[config.mk]
export PLATFORM = sky130hd
export DESIGN_NAME = lesf_ram
export DESIGN_NICKNAME = d
export VERILOG_FILES = /design/src/rtl/lesf_ram.sv
export SDC_FILE = /design/constraint.sdc
export NUM_CORES = 1
export LEC_CHECK = 0
export ABC_CLOCK_PERIOD_IN_PS = 1900
export BUFFER_PORTS_ARGS = -buffer_cell sky130_fd_sc_hd__buf_2
export CAP_MARGIN = 20
export CORE_AREA = 2 2 113 93
export CTS_BUF_LIST = sky130_fd_sc_hd__clkbuf_16
export CTS_CLUSTER_SIZE = 12
export DETAILED_ROUTE_END_ITERATION = 10
export DIE_AREA = 0 0 115 95
export HOLD_SLACK_MARGIN = 0.15
export PLACE_DENSITY = 0.73
export REMOVE_ABC_BUFFERS = 1
export SLEW_MARGIN = 20
export SYNTH_ARGS = -nofsm -noshare
export SYNTH_HDL_FRONTEND = slang
export SYNTH_SLANG_ARGS = --single-unit
[constraint.sdc]
create_clock -name clk -period 1.9 [get_ports clk]
set_clock_uncertainty 0.15 [all_clocks]
set_input_delay 0.19 -clock clk [delete_from_list [all_inputs] [get_ports clk]]
set_output_delay 0.19 -clock clk [all_outputs]
set_load 0.02 [all_outputs]
[src/rtl/lesf_ram.sv]
// ----------------------------------------------------------------------------
// lesf_ram: generic single-port-write, single-port-read RAM
// One write and one registered read per cycle; read returns old data on a
// same-address collision.
// ----------------------------------------------------------------------------
`default_nettype none

module lesf_ram #(
  parameter int WIDTH = 8,
  parameter int DEPTH = 16
) (
  input  wire logic                     clk,
  input  wire logic                     we,
  input  wire logic [$clog2(DEPTH)-1:0] waddr,
  input  wire logic [WIDTH-1:0]         wdata,
  input  wire logic [$clog2(DEPTH)-1:0] raddr,
  output logic      [WIDTH-1:0]         rdata
);

  logic [WIDTH-1:0] mem [DEPTH];

  // Write port.
  always_ff @(posedge clk) begin
    if (we) begin
      mem[waddr] <= wdata;
    end
  end

  // Registered read port.
  always_ff @(posedge clk) begin
    rdata <= mem[raddr];
  end

endmodule

`default_nettype wire

; ---- Word-level counts from Yosys, hierarchy flattened
; Memories as Yosys holds them, arrays and structs flattened. A register that Yosys moved wholly into a read port is not among the register bits.
; Index checks and enable logic that the tools add are counted.
[totals]
ff_bits = 0
out_inout_bits = 8
mem_bits_rw = 128
memories = 1
[mem_list]
columns = memory, words, word_bits, rd, rd_ports_with_merged_regs, wr, line_no
row1 = mem, 16, 8, 1, 1, 1, 20  ; logic [WIDTH-1:0] mem [DEPTH];
[op_classes]
mux = 2
[ops]
columns = op, count
row1 = $mux W1, 2

; ---- Depth between registers and ports, before layout
[logic_depth]
word_depth = 2
mapped_depth = 5
mapped_depth_nobuf = 3

; ---- Worst setup path after synthesis
; Ideal clock, no wire load.
[synth_path]
path_kind = input to register
startpoint = input waddr[2]
endpoint = memory mem[0][0], enable pin
required_ns = 1.367
n_path_buf = 0
setup_slack_ns = 0.067
setup_time_ns = 0.383
t_arrival_ns = 1.300
cell_stages = 2
cell_sequence = or3b_2 nor3_1
[synth_lines]
columns = item, line_no
row1 = from (decl), 14  ; input wire logic [$clog2(DEPTH)-1:0] waddr,
row2 = to (decl), 20
; Straight into the memory's write port.

==> results_dict.tcl <==
set metrics [dict create \
    clock_latency_ps 410 \
    cts-root-buf "clkbuf_16" \
    fp.dieH_um 95 \
    yosysTopAreaCell "edfxtp_1" \
    reg2reg_setup_slack_ps 390 \
    hold_class "input pin to flip-flop" \
    wl_mm 10.1 \
    startpoint_type "flip-flop" \
    wl_per_cell_um 23.4 \
    antenna_left 0 \
    layout.area.seq_um2 4000 \
    dp_cells 393 \
    htree_levels 4 \
    area_growth_syn_to_layout_pct 20.9 \
    crit_required_ps 2040 \
    fmax_mhz 661 \
    ys_seq_elements 136 \
    dp_hpwl_mm 6.49 \
    synth.distinct_cells 19 \
    fin_crit_ps 1510 \
    initial_utilization_pct 51.9 \
    power_density_nw_per_um2 1090 \
    end_kind "flip-flop" \
    grt_max_degree 33 \
    syn_avg_cell_area_um2 22.5 \
    crit_arrival_ps 1660 \
    portBuffers 25 \
    slew_violations 0 \
    fin_cells 433 \
    row_count 33 \
    finalHoldViolCount 0 \
    timing.final.crit_share_pct 79.6 \
    power.total_uw 6790 \
    coreArea_um2 9910 \
    postCtsSetupBuffers 0 \
    timing.max_slew.rel_slack_pct 74.2 \
    vias_per_cell 5.90 \
    setup_tns_ps 0 \
    max_stage_delay_ps 520 \
    die-width_um 115 \
    synth_area_leaders "edfxtp_1, mux4_2, mux4_1" \
    status "finished, final reports clean" \
    io_pins 26 \
    dieArea_um2 10900 \
    synth.top_cell.area_share_pct 74.7 \
    vias 2553 \
    irDropWorstVdd_v 0.000850 \
    worstPathMaxFanout 1 \
    cpMaxStageDelayCell "mux4_1" \
    detail_route.drc_violations 0 \
    path_buf_inv 0 \
    syn-instance-count 229 \
    fin_util_pct 62.8 \
    p_leak_uw 0.00215 \
    worstSetupPathType "flip-flop to flip-flop" \
    grt_pass1_wl_mm 15.3 \
    rsz0062_at_grt "false" \
    grt_pass1_vias 2605 \
    cts_buffers 17 \
    crit_chain "mux4_1 -> a22oi_1 -> nand2_1" \
    cts.clk_slew.worst_paths_ps 60 \
    final_layout_size_suffix_gt1_share_pct 31.8 \
    gp_congestion 0.745 \
    critPathTopFamily "multiplexers" \
    syn_area_um2 5150 \
    antenna_found_initial 0 \
    diodes 0 \
    multi_input_area_um2 1060 \
    drv_cap 0 \
    setup_viol 0 \
    clock_path_buffers 2 \
    cts_sinks 136 \
    dr.pass1.iters 4 \
    drtIter0Drc 222 \
    worst_pin_slew_ps 386 \
    layout.nets 316 \
    yosys_warnings 0 \
    grt_usage_pct 20.9 \
    tritoncts "done" \
    grt-ovfl-total 0 \
    synth-seq-area-share_pct 77.8 \
    fill_cells 675 \
]
[flip-flops by register name (all words and copies together) (netlist names)]
signal / flops
rdata: 8
mem: 128
[metal layers]
layer,up-vias,track usage [%],part of all wire [%]
met5,-,0,0
met4,0,7.33,1.3
met3,11,7.57,8.4
met2,122,32.5,49
met1,1310,27.8,41
li1,1110,-,-
[final timing paths]
kind                                  from       end  cells after the start
worst min-delay path              raddr[3]  rdata[0]                      5
worst max register to register  mem[10][2]  rdata[2]                      3
worst min register to register   mem[7][0]  rdata[0]                      3
worst max-delay path            mem[10][2]  rdata[2]                      3
[metrics by stage]
stage	worst slack, ps	area [µm²]	hold slack (ps)
finish	387	6220	201
CTS	381	6220	177
floorplan	67.1	5060	139
global placement	136	5580	425
detailed placement	146	5580	437
global route	300	6220	199
[logic make-up after synthesis]
kind of cell,after synthesis,synth area share [%]
buffers and inverters,10,1.68
AND/OR/NAND/NOR,35,3.18
multiplexers,32,15.0
flip-flops,136,77.8
AO/OA/AOI/OAI,16,2.33
[placed cells by master (no fill, tap or decap), drive strengths merged]
master	n
clkinvlp	5
a22oi	16
nand2	9
nor2	13
mux4	32
dfxtp	8
or3b	1
nand3b	2
nor3	4
clkbuf	17
clkinv	8
and2	1
edfxtp	128
nor2b	1
dlygate4sd3	8
bufinv	2
and2b	1
buf	52
nand3	1
nand2b	2
[synth_stat cells (all sizes together)]
master,n
edfxtp,128
mux4,32
a22oi,16
nor2,13
nand2,9
dfxtp,8
buf,7
nor3,4
clkdlybuf4s25,3
nand2b,2
nand3b,2
and2,1
and2b,1
nand3,1
nor2b,1
or3b,1
[area by class of cell]
| type | count | area share [%] |
|---|---|---|
| Multi-Input combinational cell | 83 | 17.0 |
| Timing Repair Buffer | 60 | 7.16 |
| Sequential cell | 136 | 64.4 |
| Clock inverter | 15 | 2.19 |
| Tap cell | 122 | 2.45 |
| Clock buffer | 17 | 6.84 |
[worst register-to-register path, cell delays in order (launching register included)]
cell      delay [ps]
edfxtp_1         360
mux4_1           520
a22oi_1          290
nand2_1           80
[power breakdown]
part / switching (µW) / internal (µW) / total, µW
Sequential: 25.5 / 3360 / 3380
Combinational: 198 / 154 / 352
Clock: 1160 / 1900 / 3060
Total: 1390 / 5410 / 6790
[repair_timing]
action	in CTS	in global routing
resized for setup	0	0
endpoints found under the hold margin	128	0
hold buffers	8	0
Note: power is estimated with default switching activity, not from simulation.
